$ cat config.mk
export PLATFORM = sky130hd
export DESIGN_NAME = list_median
export DESIGN_NICKNAME = d
export VERILOG_FILES = /design/src/hw/rtl/lm_pkg.sv /design/src/hw/rtl/lm_store.sv /design/src/hw/rtl/lm_alu.sv /design/src/hw/rtl/list_median.sv
export SDC_FILE = /design/constraint.sdc
export NUM_CORES = 2
export LEC_CHECK = 0
export ABC_AREA = 1
export BUFFER_PORTS_ARGS = -buffer_cell sky130_fd_sc_hd__buf_2
export CORE_ASPECT_RATIO = 0.5
export CORE_UTILIZATION = 60
export DETAILED_ROUTE_END_ITERATION = 10
export PLACE_DENSITY = 0.82
export RECOVER_POWER = 100
export SYNTH_ARGS = -nofsm -noshare
export SYNTH_HDL_FRONTEND = slang
export SYNTH_SLANG_ARGS = --single-unit
export TNS_END_PERCENT = 5
$ cat constraint.sdc
create_clock -name clock -period 12.6 [get_ports clock]
set_clock_uncertainty 0.1 [all_clocks]
set_input_delay 0 -clock clock [delete_from_list [all_inputs] [get_ports clock]]
set_output_delay 0 -clock clock [all_outputs]
set_load 0.005 [all_outputs]
$ cat src/hw/rtl/lm_pkg.sv
// list median package: word types for the request and response channels
// and the operation codes of the shared adder unit
// no dependencies
`timescale 1ns / 1ps

package lm_pkg;

   localparam int VALUE_W = 16;
   localparam int SUM_W   = VALUE_W + 1;
   localparam int COUNT_W = 7;

   typedef struct packed {
      logic signed [VALUE_W-1:0] value;
      logic                      has_value;
      logic                      last;
   } req_type;

   typedef struct packed {
      logic signed [VALUE_W-1:0] median;
      logic        [COUNT_W-1:0] element_count;
      logic                      overflowed;
   } rsp_type;

   typedef enum logic [1:0] {
      ALU_SUB = 2'b01,
      ALU_ADD = 2'b10
   } alu_op_type;

endpackage

$ cat src/hw/rtl/lm_store.sv
// list median sorted store: single write port, single registered read port
// depends on lm_pkg
`timescale 1ns / 1ps

module lm_store #(
   parameter int MAX_VALUES = 64,
   localparam int AW = (MAX_VALUES > 1) ? $clog2(MAX_VALUES) : 1
) (
   input  logic                              clock,
   input  logic                              wr_en,
   input  logic [AW-1:0]                     wr_addr,
   input  logic signed [lm_pkg::VALUE_W-1:0] wr_data,
   input  logic [AW-1:0]                     rd_addr,
   output logic signed [lm_pkg::VALUE_W-1:0] rd_data
);

   logic signed [lm_pkg::VALUE_W-1:0] mem [MAX_VALUES];
   logic signed [lm_pkg::VALUE_W-1:0] rd_data_ff;

   always_ff @(posedge clock) begin
      if (wr_en) begin
         mem[wr_addr] <= wr_data;
      end
   end

   always_ff @(posedge clock) begin
      rd_data_ff <= mem[rd_addr];
   end

   assign rd_data = rd_data_ff;

endmodule

$ cat src/hw/rtl/lm_alu.sv
// list median shared adder: 17 bit signed add or subtract, used for the
// insertion compare and for the sum of the two middle entries
// depends on lm_pkg
`timescale 1ns / 1ps

module lm_alu (
   input  lm_pkg::alu_op_type                op,
   input  logic signed [lm_pkg::VALUE_W-1:0] a,
   input  logic signed [lm_pkg::VALUE_W-1:0] b,
   output logic signed [lm_pkg::SUM_W-1:0]   res
);

   logic signed [lm_pkg::SUM_W-1:0] a_ext;
   logic signed [lm_pkg::SUM_W-1:0] b_ext;

   assign a_ext = {a[lm_pkg::VALUE_W-1], a};
   assign b_ext = {b[lm_pkg::VALUE_W-1], b};

   always_comb begin
      unique case (op)
         lm_pkg::ALU_SUB: res = a_ext - b_ext;
         lm_pkg::ALU_ADD: res = a_ext + b_ext;
         default:         res = a_ext + b_ext;
      endcase
   end

endmodule

$ cat src/hw/rtl/list_median.sv
// list median top level: insertion sequencer, median readout and response
// register around the sorted store and the shared adder
// depends on lm_pkg, lm_store, lm_alu
//
//   channel | ports                          | word
//   --------+--------------------------------+-------------------------------
//   request | req_valid req_ready req_data   | value, has_value, last
//   result  | rsp_valid rsp_ready rsp_data   | median, element_count, overflowed
//
// one request word at a time; req_ready is high only while the sequencer idles
// an insertion steps through READ and CMP once per store entry compared, then PLACE,
// one entry at a time, set by the one read port of the store and the adder
// a last word then runs the median readout: MED_ADDR, then MED_LO and MED_SUM as the count needs, then OUT
// a result waits in the response register; a new result stalls until it is taken
// reset clears count, overflow flag, response valid and sequencer; the store needs no clearing
`timescale 1ns / 1ps

module list_median #(
   parameter int MAX_VALUES = 64
) (
   input  logic            clock,
   input  logic            reset,
   input  logic            req_valid,
   output logic            req_ready,
   input  lm_pkg::req_type req_data,
   output logic            rsp_valid,
   input  logic            rsp_ready,
   output lm_pkg::rsp_type rsp_data
);

   localparam int AW = (MAX_VALUES > 1) ? $clog2(MAX_VALUES) : 1;
   localparam int CW = $clog2(MAX_VALUES + 1);

   typedef enum logic [7:0] {
      ST_IDLE     = 8'b0000_0001,
      ST_READ     = 8'b0000_0010,
      ST_CMP      = 8'b0000_0100,
      ST_PLACE    = 8'b0000_1000,
      ST_MED_ADDR = 8'b0001_0000,
      ST_MED_LO   = 8'b0010_0000,
      ST_MED_SUM  = 8'b0100_0000,
      ST_OUT      = 8'b1000_0000
   } state_type;

   state_type                         state_ff, state_in;
   logic [CW-1:0]                     pos_ff, pos_in;
   logic [CW-1:0]                     count_ff, count_in;
   logic                              ovf_ff, ovf_in;
   lm_pkg::req_type                   word_ff, word_in;
   logic signed [lm_pkg::VALUE_W-1:0] lo_ff, lo_in;
   logic signed [lm_pkg::VALUE_W-1:0] med_ff, med_in;
   logic                              rsp_valid_ff, rsp_valid_in;
   lm_pkg::rsp_type                   rsp_ff, rsp_in;

   logic                              wr_en;
   logic [AW-1:0]                     wr_addr;
   logic signed [lm_pkg::VALUE_W-1:0] wr_data;
   logic [AW-1:0]                     rd_addr;
   logic signed [lm_pkg::VALUE_W-1:0] rd_data;

   lm_pkg::alu_op_type                alu_op;
   logic signed [lm_pkg::VALUE_W-1:0] alu_a;
   logic signed [lm_pkg::VALUE_W-1:0] alu_b;
   logic signed [lm_pkg::SUM_W-1:0]   alu_res;

   logic [CW-1:0]                     half;
   logic [CW-1:0]                     pos_dec;

   lm_store #(
      .MAX_VALUES (MAX_VALUES)
   ) u_store (
      .clock   (clock),
      .wr_en   (wr_en),
      .wr_addr (wr_addr),
      .wr_data (wr_data),
      .rd_addr (rd_addr),
      .rd_data (rd_data)
   );

   lm_alu u_alu (
      .op  (alu_op),
      .a   (alu_a),
      .b   (alu_b),
      .res (alu_res)
   );

   assign half    = count_ff >> 1;
   assign pos_dec = pos_ff - CW'(1);

   function automatic logic [AW-1:0] pos_dec_half(input logic [CW-1:0] h);
      logic [CW-1:0] d;
      d = h - CW'(1);
      return d[AW-1:0];
   endfunction

   always_comb begin
      state_in     = state_ff;
      pos_in       = pos_ff;
      count_in     = count_ff;
      ovf_in       = ovf_ff;
      word_in      = word_ff;
      lo_in        = lo_ff;
      med_in       = med_ff;
      rsp_valid_in = rsp_valid_ff & ~rsp_ready;
      rsp_in       = rsp_ff;
      wr_en        = 1'b0;
      wr_addr      = pos_ff[AW-1:0];
      wr_data      = word_ff.value;
      rd_addr      = pos_dec[AW-1:0];
      alu_op       = lm_pkg::ALU_SUB;
      alu_a        = word_ff.value;
      alu_b        = rd_data;

      unique case (state_ff)
         ST_IDLE: begin
            if (req_valid) begin
               word_in = req_data;
               pos_in  = count_ff;
               if (req_data.has_value) begin
                  if (count_ff >= CW'(MAX_VALUES)) begin
                     ovf_in   = 1'b1;
                     state_in = req_data.last ? ST_MED_ADDR : ST_IDLE;
                  end else if (count_ff == '0) begin
                     state_in = ST_PLACE;
                  end else begin
                     state_in = ST_READ;
                  end
               end else begin
                  state_in = req_data.last ? ST_MED_ADDR : ST_IDLE;
               end
            end
         end
         ST_READ: begin
            state_in = ST_CMP;
         end
         ST_CMP: begin
            // stored entry above the new value moves up one place
            if (alu_res[lm_pkg::SUM_W-1]) begin
               wr_en    = 1'b1;
               wr_data  = rd_data;
               pos_in   = pos_dec;
               state_in = (pos_dec == '0) ? ST_PLACE : ST_READ;
            end else begin
               state_in = ST_PLACE;
            end
         end
         ST_PLACE: begin
            wr_en    = 1'b1;
            count_in = count_ff + CW'(1);
            state_in = word_ff.last ? ST_MED_ADDR : ST_IDLE;
         end
         ST_MED_ADDR: begin
            if (count_ff == '0) begin
               med_in   = '0;
               state_in = ST_OUT;
            end else begin
               rd_addr  = count_ff[0] ? half[AW-1:0] : pos_dec_half(half);
               state_in = ST_MED_LO;
            end
         end
         ST_MED_LO: begin
            if (count_ff[0]) begin
               med_in   = rd_data;
               state_in = ST_OUT;
            end else begin
               lo_in    = rd_data;
               rd_addr  = half[AW-1:0];
               state_in = ST_MED_SUM;
            end
         end
         ST_MED_SUM: begin
            alu_op   = lm_pkg::ALU_ADD;
            alu_a    = lo_ff;
            alu_b    = rd_data;
            med_in   = alu_res[lm_pkg::SUM_W-1:1];
            state_in = ST_OUT;
         end
         ST_OUT: begin
            if (!rsp_valid_ff || rsp_ready) begin
               rsp_valid_in         = 1'b1;
               rsp_in.median        = med_ff;
               rsp_in.element_count = lm_pkg::COUNT_W'(count_ff);
               rsp_in.overflowed    = ovf_ff;
               count_in             = '0;
               ovf_in               = 1'b0;
               state_in             = ST_IDLE;
            end
         end
         default: begin
            state_in = ST_IDLE;
         end
      endcase
   end

   always_ff @(posedge clock) begin
      if (reset) begin
         state_ff     <= ST_IDLE;
         count_ff     <= '0;
         ovf_ff       <= 1'b0;
         rsp_valid_ff <= 1'b0;
      end else begin
         state_ff     <= state_in;
         count_ff     <= count_in;
         ovf_ff       <= ovf_in;
         rsp_valid_ff <= rsp_valid_in;
      end
   end

   always_ff @(posedge clock) begin
      pos_ff  <= pos_in;
      word_ff <= word_in;
      lo_ff   <= lo_in;
      med_ff  <= med_in;
      rsp_ff  <= rsp_in;
   end

   assign req_ready = (state_ff == ST_IDLE);
   assign rsp_valid = rsp_valid_ff;
   assign rsp_data  = rsp_ff;

endmodule

Yosys cells after proc, flatten, opt, wreduce, memory -nomap -nowiden
Memories as Yosys holds them, arrays and structs flattened. A register that Yosys moved wholly into a read port is not among the register bits.
Index checks and enable logic that the tools add are counted.
Word-level totals
  memories kept: 1
  logic and storage cells: 94
  register bits after elaboration: 97
  output and inout bits: 26
  bits in writable memories: 1024
Cells by class
  $lt $le $gt $ge: 1
  add/subtract/negate cells: 5
  bitwise gates (word level): 3
  equality and inequality tests: 16
  reduce and logical (&&, ||, !) cells: 16
  multiplexer cells: 40
Memory list
  u_store.mem: depth 64, width 16, read ports 1, clocked after Yosys merged registers in 1, write ports 1, line lm_store.sv:17  | logic signed [lm_pkg::VALUE_W-1:0] mem [MAX_VALUES];
Operators with widths (count)
  2-to-1 mux 16 bit: 5
  case mux 8 bit (8 select lines): 1
  case mux 16 bit (3 select lines): 1
  2-to-1 mux 8 bit: 5
  case mux 7 bit (2 select lines): 2
  2-to-1 mux 7 bit: 3
  2-to-1 mux 6 bit: 3
  adder 16 x 16 -> 17 bit: 1
  2-to-1 mux 17 bit: 1
  subtractor 16 x 16 -> 17 bit: 1
  2-to-1 mux 5 bit: 3
  zero test 7 bit: 2
  2-to-1 mux 4 bit: 3
  case mux 6 bit (2 select lines): 1
  inequality test 2 bit (second input constant): 5
  AND reduction 2 bit: 5
  2-to-1 mux 1 bit: 9
  == test 8 x 1 -> 1 bit (second input constant): 1
  == test 8 x 2 -> 1 bit (second input constant): 1
  == test 8 x 3 -> 1 bit (second input constant): 1
  == test 8 x 4 -> 1 bit (second input constant): 1
  == test 8 x 5 -> 1 bit (second input constant): 1
  == test 8 x 6 -> 1 bit (second input constant): 1
  == test 8 x 7 -> 1 bit (second input constant): 1
  17 further kinds: 23

Depth between registers and ports, before layout
  word-level depth: 8
  gate-level depth with buffers: 25
  depth with buffers taken out: 25

Hierarchy
Synthesis repeated with hierarchy kept, for this count alone.
Unflattened totals
  cell total of the unflattened synthesis: 4273
  area, all modules: 48164.9 sq um
Modules (own cells, without submodules)
  lm_store: cells an instance 3517, area an instance 42099.1 sq um, times used 1
  list_median: cells an instance 466, area an instance 4570.6 sq um, times used 1
  lm_alu: cells an instance 290, area an instance 1495.2 sq um, times used 1

Worst setup path before layout
OpenSTA, ideal clock, no wires.
  path type: reg-to-reg
  start: register state_ff[5]
  end: memory u_store.mem[0][10] (netlist bit) (data pin)
  cell stages (with the launch flop): 23
  data arrival time: 5504 ps
  path slack: 6295 ps
  path buffers: 3
  cell sequence: dfxtp_1 > inv_1 > nand2_1 > nor3_1 > nand2_2 > inv_2 > clkbuf_1 > clkbuf_1 > nand2_1 > nand2_1 > ha_1 > a21oi_1 > nand2_1 > inv_1 > nor2_1 > nor2_1 > o21ai_2 > a21oi_1 > nand3_1 > nand2_2 > nand2_2 > clkbuf_1 > o21ai_0
Between the ends
  word-level cells in the longest chain between the ends: 6
  elaborated cells on any way between the ends: 10
Ends and longest elaborated chain
  start: declaration: line list_median.sv:45  | state_type state_ff, state_in;
  start signal: assignment: line list_median.sv:202  | state_ff <= state_in;
  == test 8 x 7 -> 1 bit: line list_median.sv:114  | unique case (state_ff)
  2-to-1 mux 16 bit or 2-to-1 mux 2 bit (tied branches): line list_median.sv:114
  adder 16 x 16 -> 17 bit, or another cell as far along: line lm_alu.sv:22, lm_alu.sv:23
  2-to-1 mux 17 bit
  2-to-1 mux 16 bit: line list_median.sv:138  | if (alu_res[lm_pkg::SUM_W-1]) begin
  2-to-1 mux 16 bit *: line list_median.sv:114
  named net u_store.wr_data, one bit: line lm_store.sv:12  | input logic signed [lm_pkg::VALUE_W-1:0] wr_data,
  end: declaration: line lm_store.sv:17
Mark *: on every way through the listed nets, which the timed path passes. The rest lies on a longest branch.

Worst setup path in the final report
  start: register count_ff[0]
  end: register u_store.rd_data_ff (netlist bit u_store.rd_data[9]) (read register of u_store.mem)
Between the ends
  word-level cells in the longest chain between the ends: 3
  elaborated cells on any way between the ends: 5
Ends and longest elaborated chain
  start: declaration: line list_median.sv:47  | logic [CW-1:0] count_ff, count_in;
  start signal: assignment: line list_median.sv:203  | count_ff <= count_in;
  zero test 7 bit or 2-to-1 mux 6 bit (tied branches): line list_median.sv:153, list_median.sv:157
  2-to-1 mux 6 bit: line list_median.sv:153  | if (count_ff == '0) begin
  case mux 6 bit (2 select lines) *: line list_median.sv:114
  end: declaration: line lm_store.sv:18  | logic signed [lm_pkg::VALUE_W-1:0] rd_data_ff;
Mark *: on every way between the ends. The rest lies on a longest branch, timed or not.
A chain may end at the register's enable or synchronous reset.

==> flow_summary.json <==
{
  "drt_iter0_markers": 6347,
  "power.density_nw_per_um2": 189,
  "gp_congestion": 0.902,
  "r2r_cells": 19,
  "post-route-min-period_ns": 9.02,
  "start_util_pct": 60.9,
  "clk_latency_ns": 0.71,
  "crit_chain": "inv_1 -> ha_1 -> inv_1 -> nor2_1 -> nand3_1 -> nand3_1 -> nand2_1 -> inv_8 -> buf_4 -> buf_4 -> clkbuf_1 -> nand3_1 -> nand2_1 -> nand2_1 -> nand3_1 -> nand3_1 -> nand3_1 -> nand3_1 -> nand2_1",
  "relSlewSlack_pct": -232,
  "critPathLaunchType": "register",
  "min_to": "rsp_valid",
  "drive_gt1_share_pct": 5.43,
  "period_share_pct": 71.6,
  "num_rows": 74,
  "async_flop_share_pct": 0,
  "viasPerCell": 6.29,
  "grt_pass1_wl_um": 206000,
  "cts.clk_slew.worst_paths_ns": 0.07,
  "finalSetupTns_ns": 0,
  "critPathBufInv": 6,
  "crit_fanout": 144,
  "reg2reg_slack_ns": 3.58,
  "tritoncts": "done",
  "tightest_slew_ns": 4.99,
  "wl_met2_um": 61200,
  "grt_max_degree": 173,
  "met3_length_um": 21900,
  "multi_input_area_sq_um": 13400,
  "layout.nets": 4741,
  "rsz0062_at_grt": "false",
  "postCtsHoldBufs": 39,
  "num-fill-cells": 5762,
  "whs_path_depth": 5,
  "yosysWarnings": 0,
  "cts_buffers": 97,
  "overflow": 0,
  "ys_ff_latch": 1137,
  "seq_area_frac_synth_pct": 67.8,
  "dp_slack_ns": 6.63,
  "slowest_stage": "clkbuf_1",
  "finalWirelength_um": 139000,
  "hold_path.startpoint": "rsp_ready",
  "leakage_nw": 21.1,
  "first_pass_iters": 10,
  "ir_worst_vdd_uv": 153,
  "cp_slowest_stage_delay_ns": 3.53,
  "cts.sinks": 1137,
  "portBuffers": 47,
  "fin_ws_ns": 3.58,
  "vias": 37000,
  "finalHoldViolations": 0,
  "post_drt_wl_per_cell_um": 23.7,
  "dp_hpwl_um": 75500,
  "grt_antenna_before_repair": 2,
  "die_h_um": 206,
  "clockRootBuffer": "clkbuf_16",
  "core_area_sq_um": 81900,
  "syn2layout_area_growth_pct": 8.27,
  "end_kind": "register",
  "reg2reg_to": "u_store.rd_data[9]",
  "ant_nets": 0,
  "hold_class": "primary input to register",
  "synth_cell_types": 50,
  "synth-edff-count": 1104,
  "path_common_cell": "nand3_1",
  "grt_usage_pct": 32.5,
  "diodes": 0,
  "synth_top_flop_cell": "edfxtp_1",
  "post_cts_resized": 0,
  "wl_met1_um": 49900,
  "boundaryPins": 48,
  "post-route-drc-count": 21,
  "syn-cell-area_sq_um": 49900,
  "crit_family": "buffers and inverters",
  "die_area_sq_um": 84400,
  "die_w_um": 410,
  "synth.avg_cell_area_sq_um": 10.6,
  "cts_max_level": 3,
  "failed_checks": "design-rule violations, max-capacitance violations, max-slew violations",
  "netlist_instances": 4700,
  "synth_nets": 4745,
  "r2r_start": "count_ff[0]",
  "post-cts-setup-buffers": 0,
  "max_freq_ghz": 0.111,
  "grt_pass1_vias": 34900,
  "register_area_sq_um": 33800,
  "maxCapViolations": 6,
  "clockBufferDepth": 3,
  "outcome": "complete, but fails checks",
  "slew_viol_final": 195,
  "crit_required_ns": 13.14,
  "cp.arrival_ns": 9.56,
  "maxUsedRoutingLayer": "met4",
  "crit_type": "register to register",
  "setup_viol": 0
}
-- routing by layer --
metal  global-route usage [%]  vias to the layer above
met4                     13.7                        0
li1                         -                    16100
met1                     44.1                    17300
met5                        0                        -
met3                     9.98                      420
met2                     48.8                     3137
-- placed cells by master (no fill, tap or decap), types with 3 or more instances in the layout --
master         Yosys  routed
nand2_1         1521    1528
nand3_1         1122    1129
edfxtp_1        1104    1104
inv_1            285     286
nor2_1           127     129
clkbuf_16          0      99
clkbuf_1          20      86
o21ai_0           52      44
buf_4             23      41
dlygate4sd3_1      0      39
dfxtp_1           33      33
buf_2            216      32
a21oi_1           29      28
clkinv_2           0      24
ha_1              22      22
xor2_1            19      19
clkinv_1           0      16
o21ai_4            0       9
bufinv_16          0       9
nor3_1             8       8
nor4_1             6       7
o22ai_1            7       7
inv_2             10       6
nand4_1            5       5
clkinvlp_4         0       5
or2_2              4       4
o32ai_1            4       4
nor2_2             4       3
a31oi_1            3       3
a21o_1             3       3
inv_6              0       3
buf_12             0       3
-- flip-flops by register name, summed over array words and instances (netlist names), 7 cells and up --
| signal | count |
|---|---|
| word_ff | 17 |
| rsp_data | 24 |
| state_ff | 8 |
| u_store.rd_data | 16 |
| u_store.mem | 1024 |
| pos_ff | 7 |
| med_ff | 16 |
| lo_ff | 16 |
| count_ff | 7 |
-- synth_stat cells (all sizes together) (2+ instances only) --
master | number | area share (%)
xnor2 | 2 | 0.035
nand4 | 5 | 0.063
a21o | 3 | 0.045
edfxtp | 1104 | 66
o22ai | 7 | 0.088
a31oi | 3 | 0.038
nand3 | 1132 | 12
o21ai | 54 | 0.55
clkbuf | 20 | 0.15
ha | 22 | 0.55
dfxtp | 33 | 1.3
nor3 | 9 | 0.10
inv | 296 | 2.2
nor4 | 7 | 0.10
o32ai | 4 | 0.070
a211oi | 2 | 0.030
nor2 | 133 | 1.1
or2 | 4 | 0.050
xor2 | 19 | 0.33
nand2 | 1532 | 12
a21oi | 31 | 0.33
buf | 267 | 3.0
-- report_power, final --
| group | total, mW | internal, mW | switching, mW |
|---|---|---|---|
| Combinational | 2.81 | 0.698 | 2.12 |
| Sequential | 4.39 | 4.26 | 0.123 |
| Clock | 3.03 | 1.64 | 1.38 |
| Total | 10.2 | 6.61 | 3.62 |
-- per-stage QoR --
step | cell area, sq um | power, mW | std cells | utilization (%) | hold slack, ns
CTS | 54500 | 10.1 | 5873 | 66.5 | 0.0316
finish | 54000 | 10.2 | 5876 | 65.9 | 0.0587
global route | 54000 | 10.5 | 5876 | 65.9 | 0.0942
floorplan | 49900 | 6.21 | 4700 | - | -0.00113
detailed placement | 51000 | 7.12 | 5657 | 62.2 | 0.0781
global placement | 50900 | 7.08 | 5655 | 62.1 | 0.0792
-- logic make-up after synthesis --
kind of cell	synth area share [%]
flip-flops	67.8
AND/OR/NAND/NOR	24.6
AO/OA/AOI/OAI	1.30
XOR/XNOR	0.369
adder cells (fa/ha/maj)	0.592
buffers and inverters	5.36
-- how the worst max path moves through the flow --
stage,from,end,slack [ns],cells past startpoint
after floorplan,state_ff[5],u_store.mem[0][10],6.29,22
after detailed placement,count_ff[0],u_store.rd_data[9],6.63,19
final,count_ff[0],u_store.rd_data[9],3.58,19
after global routing,count_ff[0],u_store.rd_data[9],3.13,19
after CTS,count_ff[0],u_store.rd_data[9],6.62,19
after global placement,state_ff[5],u_store.mem[58][0],6.42,21
-- worst min-delay path: stages --
cell	delay (ns)
dlygate4sd3_1	0.52
buf_2	0.09
nor2_1	0.06
inv_1	0.08
a21oi_1	0.06
-- cell type report --
type	instances	area share, %
inverters	296	2.08
multi-input cells	2980	24.8
clock buffers	118	4.76
flip-flops and latches	1137	62.6
well taps	1102	2.55
repair buffers	184	2.18
clock inverters	59	1.04
Power figures use the tool's default switching activity.
